==> src/sv/current_surge_fault_detector_core_macros.svh <==
// assertion helpers used by the detector core rtl
`ifndef CURRENT_SURGE_FAULT_DETECTOR_CORE_MACROS_SVH
`define CURRENT_SURGE_FAULT_DETECTOR_CORE_MACROS_SVH

// same-cycle implication, clocked on clk, quiet during rst
`define CSFD_ASSERT_NOW(lbl, ante, cons, msg) \
  lbl: assert property (@(posedge clk) disable iff (rst) (ante) |-> (cons)) \
    else $error(msg);

// next-cycle implication, clocked on clk, quiet during rst
`define CSFD_ASSERT_NEXT(lbl, ante, cons, msg) \
  lbl: assert property (@(posedge clk) disable iff (rst) (ante) |=> (cons)) \
    else $error(msg);

`endif

==> src/sv/csfd_pkg.sv <==
`timescale 1ns / 1ps
`default_nettype none

package csfd_pkg;

  localparam int SAMPLE_WIDTH      = 16;
  localparam int RECORDS_PER_PHASE = 3;
  localparam int MAX_RECORD_LEN    = 4096;

  localparam int PCT_W   = 10;
  localparam int LIMIT_W = 13;
  localparam int COUNT_W = 12;
  localparam int POS_W   = 2;
  localparam int FSET_W  = 3;
  localparam int NUM_PHASES = 3;

  // product width for the percentage test: sample times (100 + pct)
  localparam int PROD_W = SAMPLE_WIDTH + PCT_W + 2;
  localparam int SURGE_SCALE = 100;

  localparam int COUNT_CAP_INT = ((MAX_RECORD_LEN - 1) < 4095) ? (MAX_RECORD_LEN - 1) : 4095;
  localparam logic [COUNT_W-1:0] COUNT_CAP = COUNT_W'(COUNT_CAP_INT);

  localparam logic [PCT_W-1:0]   PCT_RESET   = PCT_W'(10);
  localparam logic [LIMIT_W-1:0] LIMIT_RESET = LIMIT_W'(10);

  // phase codes
  localparam logic [POS_W-1:0] PH_A = 2'd0;
  localparam logic [POS_W-1:0] PH_B = 2'd1;
  localparam logic [POS_W-1:0] PH_C = 2'd2;

  // register indexes on the apb port
  localparam int REG_IDX_W = 3;
  localparam logic [REG_IDX_W-1:0] REG_RISE_PCT_A   = 3'd0;
  localparam logic [REG_IDX_W-1:0] REG_RISE_PCT_B   = 3'd1;
  localparam logic [REG_IDX_W-1:0] REG_RISE_PCT_C   = 3'd2;
  localparam logic [REG_IDX_W-1:0] REG_RISE_LIMIT_A = 3'd3;
  localparam logic [REG_IDX_W-1:0] REG_RISE_LIMIT_B = 3'd4;
  localparam logic [REG_IDX_W-1:0] REG_RISE_LIMIT_C = 3'd5;
  localparam int ADDR_W = REG_IDX_W + 2;

  typedef struct packed {
    logic signed [SAMPLE_WIDTH-1:0] sample;
    logic                           last_in_record;
  } csfd_in_t;

  typedef struct packed {
    logic [POS_W-1:0]               phase_index;
    logic [POS_W-1:0]               record_index;
    logic [COUNT_W-1:0]             surge_count;
    logic signed [SAMPLE_WIDTH-1:0] record_peak;
    logic                           record_fault;
    logic                           phase_done;
    logic                           phase_fault;
    logic signed [SAMPLE_WIDTH-1:0] phase_min_peak;
    logic                           verdict_valid;
    logic [FSET_W-1:0]              fault_set;
  } csfd_out_t;

  typedef struct packed {
    logic [NUM_PHASES-1:0][PCT_W-1:0]   rise_pct;
    logic [NUM_PHASES-1:0][LIMIT_W-1:0] rise_limit;
  } csfd_cfg_t;

endpackage

`default_nettype wire

==> src/sv/current_surge_fault_detector_core.sv <==
// current surge fault detector. one sample transaction is accepted per clock cycle,
// sustained, whatever the record lengths, while the result side keeps up. an accepted
// sample lands in an input register, and when it moves on the record logic (one percentage
// compare built from two short multipliers, the saturating surge counter and the
// peak/minimum updates) folds it into the record state; a sample flagged last_in_record
// then loads the result register, from which its result transaction is offered. sample_ready
// drops only while the staged sample closes a record and the previous result is still
// waiting; the result register frees in the same cycle it is taken, so a consumer that keeps
// result_ready high never slows the stream. there is no clearing pass after reset. records
// run three per phase, phases a, b, c, then the round restarts at phase a. thresholds and
// limits are written over the apb port at byte addresses 0x00 to 0x14 and should only be
// changed while no record is open.
`timescale 1ns / 1ps
`default_nettype none
`include "current_surge_fault_detector_core_macros.svh"

module current_surge_fault_detector_core import csfd_pkg::*; (
  input  logic              clk,
  input  logic              rst,
  // sample transactions
  input  logic              sample_valid,
  output logic              sample_ready,
  input  csfd_in_t          sample_data,
  // result transactions
  output logic              result_valid,
  input  logic              result_ready,
  output csfd_out_t         result_data,
  // configuration port
  input  logic              psel,
  input  logic              penable,
  input  logic              pwrite,
  input  logic [ADDR_W-1:0] paddr,
  input  logic [31:0]       pwdata,
  output logic [31:0]       prdata,
  output logic              pready
);

  csfd_cfg_t             cfg;
  logic                  cfg_wr;
  logic [REG_IDX_W-1:0]  reg_idx;

  // input register
  logic                  stage_valid;
  csfd_in_t              stage;
  logic                  advance;

  assign pready  = 1'b1;
  assign cfg_wr  = psel && penable && pwrite;
  assign reg_idx = paddr[ADDR_W-1:2];

  // configuration registers, write at the access phase
  always_ff @(posedge clk) begin
    if (rst) begin
      cfg.rise_pct   <= {NUM_PHASES{PCT_RESET}};
      cfg.rise_limit <= {NUM_PHASES{LIMIT_RESET}};
    end else if (cfg_wr) begin
      case (reg_idx)
        REG_RISE_PCT_A:   cfg.rise_pct[0]   <= pwdata[PCT_W-1:0];
        REG_RISE_PCT_B:   cfg.rise_pct[1]   <= pwdata[PCT_W-1:0];
        REG_RISE_PCT_C:   cfg.rise_pct[2]   <= pwdata[PCT_W-1:0];
        REG_RISE_LIMIT_A: cfg.rise_limit[0] <= pwdata[LIMIT_W-1:0];
        REG_RISE_LIMIT_B: cfg.rise_limit[1] <= pwdata[LIMIT_W-1:0];
        REG_RISE_LIMIT_C: cfg.rise_limit[2] <= pwdata[LIMIT_W-1:0];
        default: ;
      endcase
    end
  end

  // register readback
  always_comb begin
    case (reg_idx)
      REG_RISE_PCT_A:   prdata = 32'(cfg.rise_pct[0]);
      REG_RISE_PCT_B:   prdata = 32'(cfg.rise_pct[1]);
      REG_RISE_PCT_C:   prdata = 32'(cfg.rise_pct[2]);
      REG_RISE_LIMIT_A: prdata = 32'(cfg.rise_limit[0]);
      REG_RISE_LIMIT_B: prdata = 32'(cfg.rise_limit[1]);
      REG_RISE_LIMIT_C: prdata = 32'(cfg.rise_limit[2]);
      default:          prdata = '0;
    endcase
  end

  // the staged sample moves on unless it closes a record and the result slot is still held
  assign advance      = stage_valid && (!stage.last_in_record || !result_valid || result_ready);
  assign sample_ready = !stage_valid || advance;

  always_ff @(posedge clk) begin
    if (rst) begin
      stage_valid <= 1'b0;
    end else if (sample_ready) begin
      stage_valid <= sample_valid;
    end
  end

  always_ff @(posedge clk) begin
    if (sample_valid && sample_ready) begin
      stage <= sample_data;
    end
  end

  csfd_record u_record (
    .clk          (clk),
    .rst          (rst),
    .advance      (advance),
    .stage        (stage),
    .cfg          (cfg),
    .result_ready (result_ready),
    .result_valid (result_valid),
    .result_data  (result_data)
  );

  // a verdict only comes with the closing record of phase c
  `CSFD_ASSERT_NOW(a_verdict_phase_c, result_valid && result_data.verdict_valid, result_data.phase_done && result_data.phase_index == PH_C, "verdict outside the end of phase c")

  // a blocked staged sample is kept
  `CSFD_ASSERT_NEXT(a_stage_held, stage_valid && !advance, stage_valid && $stable(stage), "staged sample lost while blocked")

  // a new result only follows a record-closing sample
  `CSFD_ASSERT_NOW(a_result_source, $rose(result_valid), $past(advance && stage.last_in_record), "result raised without a closing sample")

  // threshold write for phase a lands as written
  `CSFD_ASSERT_NEXT(a_cfg_write, cfg_wr && reg_idx == REG_RISE_PCT_A, cfg.rise_pct[0] == $past(pwdata[PCT_W-1:0]), "phase a threshold write lost")

endmodule

`default_nettype wire

==> src/sv/csfd_surge_cmp.sv <==
`timescale 1ns / 1ps
`default_nettype none

// surge test: sample*100 > previous*(100+pct), exact signed arithmetic
module csfd_surge_cmp import csfd_pkg::*; (
  input  logic signed [SAMPLE_WIDTH-1:0] sample,
  input  logic signed [SAMPLE_WIDTH-1:0] previous,
  input  logic [PCT_W-1:0]               rise_pct,
  output logic                           surge
);

  logic [PCT_W:0]             factor;
  logic signed [PROD_W-1:0]   lhs;
  logic signed [PROD_W-1:0]   rhs;

  assign factor = (PCT_W+1)'(SURGE_SCALE) + {1'b0, rise_pct};
  assign lhs    = PROD_W'(sample) * PROD_W'(SURGE_SCALE);
  assign rhs    = PROD_W'(previous) * $signed(PROD_W'(factor));
  assign surge  = lhs > rhs;

endmodule

`default_nettype wire

==> src/sv/csfd_record.sv <==
`timescale 1ns / 1ps
`default_nettype none

// per-record tracking, phase summary and the result register
module csfd_record import csfd_pkg::*; (
  input  logic      clk,
  input  logic      rst,
  input  logic      advance,
  input  csfd_in_t  stage,
  input  csfd_cfg_t cfg,
  input  logic      result_ready,
  output logic      result_valid,
  output csfd_out_t result_data
);

  logic signed [SAMPLE_WIDTH-1:0] previous_sample, previous_sample_next;
  logic                           record_started, record_started_next;
  logic [COUNT_W-1:0]             surge_counter, surge_counter_next;
  logic signed [SAMPLE_WIDTH-1:0] peak_value, peak_value_next;
  logic [POS_W-1:0]               record_position, record_position_next;
  logic [POS_W-1:0]               phase_position, phase_position_next;
  logic                           phase_any_fault, phase_any_fault_next;
  logic signed [SAMPLE_WIDTH-1:0] phase_lowest_peak, phase_lowest_peak_next;
  logic [FSET_W-1:0]              faulty_phases, faulty_phases_next;

  logic [POS_W-1:0]               ph;
  logic                           surge;
  logic                           rec_fault;
  logic                           any_fault_upd;
  logic signed [SAMPLE_WIDTH-1:0] lowest_upd;
  logic                           done;
  logic                           verdict;
  logic [FSET_W-1:0]              faulty_upd;
  csfd_out_t                      result_next;

  assign ph = (phase_position > PH_C) ? PH_C : phase_position;

  csfd_surge_cmp u_cmp (
    .sample   (stage.sample),
    .previous (previous_sample),
    .rise_pct (cfg.rise_pct[ph]),
    .surge    (surge)
  );

  always_comb begin
    previous_sample_next   = previous_sample;
    record_started_next    = record_started;
    surge_counter_next     = surge_counter;
    peak_value_next        = peak_value;
    record_position_next   = record_position;
    phase_position_next    = phase_position;
    phase_any_fault_next   = phase_any_fault;
    phase_lowest_peak_next = phase_lowest_peak;
    faulty_phases_next     = faulty_phases;

    // record accumulation
    if (!record_started) begin
      peak_value_next    = stage.sample;
      surge_counter_next = '0;
    end else begin
      if (surge && surge_counter < COUNT_CAP) begin
        surge_counter_next = surge_counter + COUNT_W'(1);
      end
      if (stage.sample > peak_value) begin
        peak_value_next = stage.sample;
      end
    end

    rec_fault = {1'b0, surge_counter_next} >= cfg.rise_limit[ph];
    lowest_upd = (record_position == '0 || peak_value_next < phase_lowest_peak) ?
                 peak_value_next : phase_lowest_peak;
    any_fault_upd = ((record_position == '0) ? 1'b0 : phase_any_fault) | rec_fault;
    done = ({1'b0, record_position} + 3'd1) >= 3'(RECORDS_PER_PHASE);
    verdict = done && (ph == PH_C);
    faulty_upd = faulty_phases;
    if (done && any_fault_upd) begin
      faulty_upd = faulty_phases | (FSET_W'(1) << ph);
    end

    result_next.phase_index    = ph;
    result_next.record_index   = record_position;
    result_next.surge_count    = surge_counter_next;
    result_next.record_peak    = peak_value_next;
    result_next.record_fault   = rec_fault;
    result_next.phase_done     = done;
    result_next.phase_fault    = done && any_fault_upd;
    result_next.phase_min_peak = done ? lowest_upd : '0;
    result_next.verdict_valid  = verdict;
    result_next.fault_set      = verdict ? faulty_upd : '0;

    if (advance) begin
      previous_sample_next = stage.sample;
      if (!stage.last_in_record) begin
        record_started_next = 1'b1;
      end else begin
        record_started_next    = 1'b0;
        phase_lowest_peak_next = lowest_upd;
        faulty_phases_next     = faulty_upd;
        if (done) begin
          record_position_next = '0;
          phase_any_fault_next = 1'b0;
          if (ph == PH_C) begin
            phase_position_next = PH_A;
            faulty_phases_next  = '0;
          end else begin
            phase_position_next = ph + POS_W'(1);
          end
        end else begin
          record_position_next = record_position + POS_W'(1);
          phase_any_fault_next = any_fault_upd;
        end
      end
    end else begin
      surge_counter_next = surge_counter;
      peak_value_next    = peak_value;
    end
  end

  always_ff @(posedge clk) begin
    if (rst) begin
      previous_sample   <= '0;
      record_started    <= 1'b0;
      surge_counter     <= '0;
      peak_value        <= '0;
      record_position   <= '0;
      phase_position    <= PH_A;
      phase_any_fault   <= 1'b0;
      phase_lowest_peak <= '0;
      faulty_phases     <= '0;
      result_valid      <= 1'b0;
    end else begin
      previous_sample   <= previous_sample_next;
      record_started    <= record_started_next;
      surge_counter     <= surge_counter_next;
      peak_value        <= peak_value_next;
      record_position   <= record_position_next;
      phase_position    <= phase_position_next;
      phase_any_fault   <= phase_any_fault_next;
      phase_lowest_peak <= phase_lowest_peak_next;
      faulty_phases     <= faulty_phases_next;
      if (advance && stage.last_in_record) begin
        result_valid <= 1'b1;
      end else if (result_ready) begin
        result_valid <= 1'b0;
      end
    end
  end

  always_ff @(posedge clk) begin
    if (advance && stage.last_in_record) begin
      result_data <= result_next;
    end
  end

endmodule

`default_nettype wire
==> config.mk <==
export PLATFORM = sky130hd
export DESIGN_NAME = current_surge_fault_detector_core
export DESIGN_NICKNAME = d
export VERILOG_FILES = /design/src/sv/csfd_pkg.sv /design/src/sv/current_surge_fault_detector_core.sv /design/src/sv/csfd_surge_cmp.sv /design/src/sv/csfd_record.sv
export VERILOG_INCLUDE_DIRS = /design/src /design/src/sv
export SDC_FILE = /design/constraint.sdc
export NUM_CORES = 1
export LEC_CHECK = 0
export CORE_ASPECT_RATIO = 0.5
export CORE_MARGIN = 1
export CORE_UTILIZATION = 40
export DETAILED_ROUTE_END_ITERATION = 6
export DONT_BUFFER_PORTS = 1
export SKIP_LAST_GASP = 1
export SLEW_MARGIN = 20
export SYNTH_ARGS = -nofsm -noshare
export SYNTH_HDL_FRONTEND = slang
export SYNTH_SLANG_ARGS = --single-unit
==> constraint.sdc <==
create_clock -name clk -period 23.1 [get_ports clk]
set_input_delay 4.62 -clock clk [delete_from_list [all_inputs] [get_ports clk]]
set_output_delay 4.62 -clock clk [all_outputs]
set_load 0.03 [all_outputs]
; Word level (Yosys, flattened, before mapping)
; Cells that the tools add are included.
[word_totals]
regBits = 212
in_bits = 61
output_inout_bits = 90
elab_cells = 100
[classes]
n_addsub = 5
n_mul = 2
magnitude_cmp = 8
n_eq_ne = 6
n_shift = 1
muxes = 21
bitwise = 2
n_reduce_logical = 26
[op_table]
columns = operator, count
row1 = case mux 13 bit (6 select lines), 1
row2 = two-way mux 16 bit, 3
row3 = greater-than comparator 24 x 28 -> 1 bit, 1
row4 = multiplier 16 x 12 -> 28 bit, 1
row5 = binary-select mux 13 bit (select 2 bit), 1
row6 = two-way mux 12 bit, 2
row7 = "multiplier 16 x 6 -> 22 bit, second input constant", 1
row8 = binary-select mux 10 bit (select 2 bit), 1
row9 = greater-than comparator 16 bit, 1
row10 = < comparator 16 bit, 1
row11 = AND reduction 2 bit, 7
row12 = >= comparator 12 x 13 -> 1 bit, 1
row13 = two-way mux 13 bit, 1
row14 = "adder 12 x 1 -> 12 bit, second input constant", 1
row15 = "< comparator 12 bit, second input constant", 1
row16 = "adder 7 x 10 -> 11 bit, first input constant", 1
row17 = two-way mux 10 bit, 1
row18 = two-way mux 3 bit, 3
row19 = logical AND 1 bit, 8
row20 = "== test 3 x 2 -> 1 bit, second input constant", 2
row21 = "== test 3 bit, second input constant", 2
row22 = two-way mux 2 bit, 3
row23 = two-way mux 1 bit, 5
row24 = "adder 2 x 1 -> 2 bit, second input constant", 2
row25 = 15 further kinds, 20

; Depth between registers and ports, before layout
[depth]
depth_word = 16
depth_mapped = 52
depth_no_buf = 48

; Cells and area by module
; Synthesis repeated with hierarchy kept, for this count alone.
[unflattened]
cells_unflattened = 2114
hier_area_um2 = 19585.0
[modules_own_cells]
columns = mod, instances, cells_each, area_per_inst_um2, seq_area_each_um2
row1 = csfd_surge_cmp, 1, 1060, 8892.3, 0.0
row2 = csfd_record, 1, 686, 6661.4, 3052.9
row3 = current_surge_fault_detector_core, 1, 368, 4031.4, 1911.8

; Least setup slack after synthesis
; No wires, ideal clock.
[synth_path]
path_type = reg2reg
start = register u_record.phase_position[0]
end = register, netlist name u_record.result_data[2]
setup_ns = 0.259
t_arrival_ns = 10.677
required_time_ns = 22.841
path_slack_ns = 12.164
path_stages_with_launch = 49
n_path_buf = 3
period_less_slack_ns = 10.936
path_cell_list = dfxtp_1 -> buf_4 -> mux2i_1 -> nor2_1 -> a21oi_1 -> inv_1 -> ha_1 -> a21oi_1 -> nor2_1 -> xnor2_1 -> clkbuf_1 -> nand2_1 -> fa_1 -> inv_1 -> fa_1 -> fa_1 -> fa_1 -> inv_1 -> [... 13 more ...] -> nor2_1 -> nand3_1 -> a2111oi_0 -> a211oi_1 -> mux2i_1 -> buf_2 -> xor2_1 -> nand2b_1 -> ha_1 -> nand2b_1 -> a21o_1 -> a21o_1 -> a21o_1 -> a21o_1 -> a211o_1 -> a211o_1 -> and2_1 -> o31a_1
[synth_via]
elab_chain_cells = 14
elab_cells_between_ends = 20
classes_between = add/sub: 1 / mul: 1 / order compare: 3 / eq/ne: 1 / shift: 1 / mux: 8 / bitwise: 2 / reduce/logical: 3
[synth_rtl]
columns = item, line
row1 = from (decl), csfd_record.sv:21  ; logic [POS_W-1:0] phase_position, phase_position_next;
row2 = from (signal assigned), csfd_record.sv:137  ; phase_position <= phase_position_next;
row3 = greater-than comparator 2 bit, csfd_record.sv:36  ; assign ph = (phase_position > PH_C) ? PH_C : phase_position;
row4 = two-way mux 2 bit (*), csfd_record.sv:36
row5 = binary-select mux 10 bit (select 2 bit), csfd_record.sv:41  ; .rise_pct (cfg.rise_pct[ph]),
row6 = two-way mux 10 bit (implied by the code), csfd_record.sv:41
row7 = adder 7 x 10 -> 11 bit, csfd_surge_cmp.sv:16  ; assign factor = (PCT_W+1)'(SURGE_SCALE) + {1'b0, rise_pct};
row8 = multiplier 16 x 12 -> 28 bit, csfd_surge_cmp.sv:18  ; assign rhs = PROD_W'(previous) * $signed(PROD_W'(factor));
row9 = greater-than comparator 24 x 28 -> 1 bit, csfd_surge_cmp.sv:19  ; assign surge = lhs > rhs;
row10 = logical AND 1 bit, csfd_record.sv:61  ; if (surge && surge_counter < COUNT_CAP) begin
row11 = two-way mux 12 bit, csfd_record.sv:61
row12 = two-way mux 12 bit, csfd_record.sv:57  ; if (!record_started) begin
row13 = >= comparator 12 x 13 -> 1 bit (*), csfd_record.sv:69  ; rec_fault = {1'b0, surge_counter_next} >= cfg.rise_limit[ph];
row14 = via u_record.rec_fault, csfd_record.sv:28  ; logic rec_fault;
row15 = bitwise OR 1 bit (*), csfd_record.sv:72  ; any_fault_upd = ((record_position == '0) ? 1'b0 : phase_any_fault) | rec_fault;
row16 = logical AND 1 bit (*), csfd_record.sv:76  ; if (done && any_fault_upd) begin
row17 = two-way mux 3 bit (*), csfd_record.sv:76
; The timed path passes the listed nets; every way through them passes the cells marked *. The select of a mux whose other input is x is not followed.
; A chain may end at the register's enable or synchronous reset.

; Worst setup path in the final report
[layout_path]
start = register u_record.phase_position[0]
end = register, netlist name u_record.result_data[2]
[layout_via]
elab_chain_cells = 14
elab_cells_between_ends = 20
classes_between = add/sub: 1 / mul: 1 / order compare: 3 / eq/ne: 1 / shift: 1 / mux: 8 / bitwise: 2 / reduce/logical: 3
[layout_rtl]
columns = item, line
row1 = greater-than comparator 2 bit, csfd_record.sv:36
row2 = two-way mux 2 bit (*), csfd_record.sv:36
row3 = binary-select mux 10 bit (select 2 bit), csfd_record.sv:41
row4 = two-way mux 10 bit (implied by the code), csfd_record.sv:41
row5 = adder 7 x 10 -> 11 bit, csfd_surge_cmp.sv:16
row6 = multiplier 16 x 12 -> 28 bit, csfd_surge_cmp.sv:18
row7 = greater-than comparator 24 x 28 -> 1 bit, csfd_surge_cmp.sv:19
row8 = logical AND 1 bit, csfd_record.sv:61
row9 = two-way mux 12 bit, csfd_record.sv:61
row10 = two-way mux 12 bit, csfd_record.sv:57
row11 = >= comparator 12 x 13 -> 1 bit (*), csfd_record.sv:69
row12 = via u_record.rec_fault, csfd_record.sv:28
row13 = bitwise OR 1 bit (*), csfd_record.sv:72
row14 = logical AND 1 bit (*), csfd_record.sv:76
row15 = two-way mux 3 bit (*), csfd_record.sv:76
; Marks and branches as above.

==> flow_metrics.env <==
export IMPL_syn_area_per_cell_um2=8.66
export IMPL_grt_pass1_vias=14600
export IMPL_area_delta_synth_final_pct=7.41
export IMPL_r2r_worst_path_cells=47
export IMPL_synth_simple_area_share_pct=16.2
export IMPL_hold_violations=0
export IMPL_post_cts_buffers=0
export IMPL_r2r_slack_ns=10.19
export IMPL_synth_top_area_share_pct=18.1
export IMPL_critical_path_class="reg2reg"
export IMPL_slew_headroom_pct=21.8
export IMPL_dieArea_um2=49200
export IMPL_whs_ns=0.458
export IMPL_finalSetupViolations=0
export IMPL_timing_final_crit_share_pct=55.9
export IMPL_htreeDepth=1
export IMPL_hold_depth=2
export IMPL_cts_max_path_buffers=3
export IMPL_dp_slack_ns=10.22
export IMPL_synth_area_leaders="fa_1, dfxtp_1, ha_1"
export IMPL_clk_latency_ns=0.55
export IMPL_post_route_min_period_ns=12.91
export IMPL_yosys_warnings=0
export IMPL_initial_utilization_pct=40.9
export IMPL_vias_per_cell=5.10
export IMPL_drt_iter0_markers=809
export IMPL_routed_wl_um=46000
export IMPL_crit_fanout=18
export IMPL_gp_congestion=0.817
export IMPL_synth_adder_area_share_pct=30.0
export IMPL_tritoncts="yes"
export IMPL_cts_made_buffers=24
export IMPL_cts_clk_slew_worst_paths_ns=0.06
export IMPL_irDropWorstVdd_uv=42.1
export IMPL_total_power_mw=1.18
export IMPL_worstMarginPinSlew_ns=1.16
export IMPL_wl_per_cell_um=16.2
export IMPL_ys_types=69
export IMPL_final_util_pct=43.9
export IMPL_postCtsResizedCells=0
export IMPL_antenna_found_initial=0
export IMPL_synth_seq_cells=212
export IMPL_io_pins=151
export IMPL_rows=56
export IMPL_io_buffers=0
export IMPL_die_w_um=313
export IMPL_holdBufCountCts=0
export IMPL_status="finished, final reports clean"
export IMPL_fin_ws_ns=10.19
export IMPL_slowest_delay_ns=0.75
export IMPL_p_per_area_nw_per_um2=57.1
export IMPL_p_leak_nw=9.21
export IMPL_muxShareOfSynthArea_pct=3.86
export IMPL_synth_top_family_by_area="adder cells"
export IMPL_overflow=0
export IMPL_final_antenna_net_count=0
export IMPL_worstPathArrival_ns=13.21
export IMPL_hp_start="u_record.faulty_phases[1]"
export IMPL_hold_end="u_record.faulty_phases[1]"
export IMPL_reg2reg_to="u_record.result_data[2]"
export IMPL_die_h_um=157
export IMPL_fmax_ghz=0.0775
export IMPL_yosysSeqAreaShare_pct=25.7
export IMPL_post_route_drc_count=0
export IMPL_synth_edf_count=72
export IMPL_diodes=0
export IMPL_synth_compound_area_share_pct=11.8
export IMPL_synth_xor_area_share_pct=2.63
export IMPL_track_usage_pct=19.2
export IMPL_setup_tns_ns=0
export IMPL_vias=14500
export IMPL_dr_pass1_iters=5
export IMPL_yosys_area_top_type="fa_1"
export IMPL_rsz0062_at_grt="no"
export IMPL_grt_pass1_wl_um=77400
export IMPL_fin_nets=2601
export IMPL_root_buffer="clkbuf_16"
export IMPL_clock_skew_ns=0.0275
export IMPL_critPathSlowestCell="xnor2_2"
export IMPL_path_common_cell="fa_1"
export IMPL_n_fill_cell=4657
export IMPL_maxCapViolations=0
export IMPL_drive_gt1_share_pct=4.87
export IMPL_cts_sinks=212
export IMPL_fp_coreArea_um2=47200
export IMPL_synth_area_um2=19300
export IMPL_worstPathRequired_ns=23.41
export IMPL_regToRegStartpoint="u_record.phase_position[0]"
export IMPL_final_max_slew_viol_count=0
export IMPL_hp_class="reg2reg"
export IMPL_synth_cells=2229
export IMPL_grt_max_degree=158
export IMPL_cp_start_kind="flop"
export IMPL_async_flop_share_pct=0
export IMPL_synth_flop_cell="dfxtp_1"
export IMPL_dp_final_hpwl_um=34200
export IMPL_endpoint_kind="flop"
==> routing by layer <==
metal	share of wire, %	vias to the layer above	global-route usage, %
met5	0	-	0
met1	49	7032	27.3
met3	3.5	52	1.79
li1	-	7167	-
met2	46	223	32.2
met4	1.5	0	3.18
==> critical path: cells and delay by family (launching register included) <==
family	cells	cell delay [ns]
compound gates	16	4.32
fa+ha+maj	9	3.73
simple gates	11	1.43
buf+inv	7	1.23
xor+xnor	2	0.84
flops	1	0.63
mux	2	0.40
==> synthesized netlist by cell type, drive strengths merged (2+ instances only) <==
| master | n |
|---|---|
| fa | 175 |
| mux4 | 3 |
| inv | 350 |
| xnor2 | 40 |
| mux2i | 61 |
| nand3b | 14 |
| o311ai | 4 |
| nor3b | 7 |
| and4 | 2 |
| nand3 | 29 |
| nand2 | 354 |
| dfxtp | 140 |
| conb | 2 |
| o211ai | 11 |
| or3 | 7 |
| o22ai | 4 |
| nor2 | 120 |
| mux2 | 6 |
| ha | 183 |
| a22oi | 8 |
| xor2 | 18 |
| a211oi | 58 |
| o221ai | 4 |
| buf | 38 |
| nand2b | 14 |
| nor3 | 28 |
| nor4 | 12 |
| o21bai | 4 |
| o21a | 8 |
| a211o | 14 |
| a2111oi | 3 |
| and3 | 12 |
| or4 | 3 |
| and2 | 60 |
| a21oi | 131 |
| clkbuf | 87 |
| or2 | 6 |
| nand4 | 11 |
| a31oi | 4 |
| o21ai | 70 |
| edfxtp | 72 |
| o2111a | 2 |
| a21o | 24 |
| nor2b | 9 |
==> power breakdown <==
part / internal [mW] / switching, mW / leakage [nW] / total, mW
logic: 0.152 / 0.219 / 7.00 / 0.370
registers: 0.397 / 0.0204 / 1.80 / 0.417
clock network: 0.234 / 0.164 / 0.399 / 0.397
==> cell usage in the layout, fill, tap and decap left out, types with 57 or more instances in the layout <==
cell      netlist  final
nor2_1        120    118
and2_1         60     60
fa_1          175    175
o21ai_0        68     67
dfxtp_1       140    139
inv_1         350    350
edfxtp_1       72     72
a211oi_1       57     57
a21oi_1       131    131
ha_1          183    183
nand2_1       354    353
mux2i_1        61     61
==> registers in the layout, summed over array words and instances, names as in the netlist <==
register	flops
cfg	69
u_record.result_data	55
stage	17
u_record.peak_value	16
u_record.phase_lowest_peak	16
u_record.previous_sample	16
u_record.surge_counter	12
u_record.faulty_phases	3
u_record.phase_position	2
u_record.record_position	2
stage_valid	1
u_record.phase_any_fault	1
u_record.record_started	1
u_record.result_valid	1
==> stage by stage <==
step / std cells / cell area, um^2
2_1_floorplan: 2247 / 19400
3_3_place_gp: 2794 / 19900
3_5_place_dp: 2794 / 19900
4_1_cts: 2837 / 20700
5_1_grt: 2837 / 20700
6_report: 2837 / 20700
==> kinds of logic (layout without fill, tap and decap cells) <==
group | count (synthesis) | count (layout)
adder cells (fa/ha/maj) | 358 | 358
flip-flops | 212 | 212
AND/OR/NAND/NOR | 691 | 691
buffers and inverters | 476 | 428
AO/OA/AOI/OAI | 362 | 362
other | 2 | 20
XOR/XNOR | 58 | 58
multiplexers | 70 | 70
==> area by class of cell <==
| cell class | count | area [um^2] | share of cell area (%) |
|---|---|---|---|
| Timing Repair Buffer | 34 | 255 | 1.23 |
| Tap cell | 638 | 798 | 3.85 |
| Multi-Input combinational cell | 1559 | 12600 | 60.7 |
| Inverter | 351 | 1320 | 6.35 |
| Clock buffer | 36 | 701 | 3.38 |
| Sequential cell | 212 | 4970 | 23.9 |
| Clock inverter | 7 | 115 | 0.555 |
==> worst max-delay path by stage <==
stage	cells past startpoint	endpoint	startpoint	slack, ns
floorplan	48	u_record.result_data[2]	u_record.phase_position[0]	12.16
finish	47	u_record.result_data[2]	u_record.phase_position[0]	10.19
global placement	47	u_record.result_data[2]	u_record.phase_position[0]	10.36
CTS	47	u_record.result_data[2]	u_record.phase_position[0]	10.16
detailed placement	47	u_record.result_data[2]	u_record.phase_position[0]	10.22
global route	47	u_record.result_data[2]	u_record.phase_position[0]	9.16
Note: power is estimated with default switching activity, not from simulation.
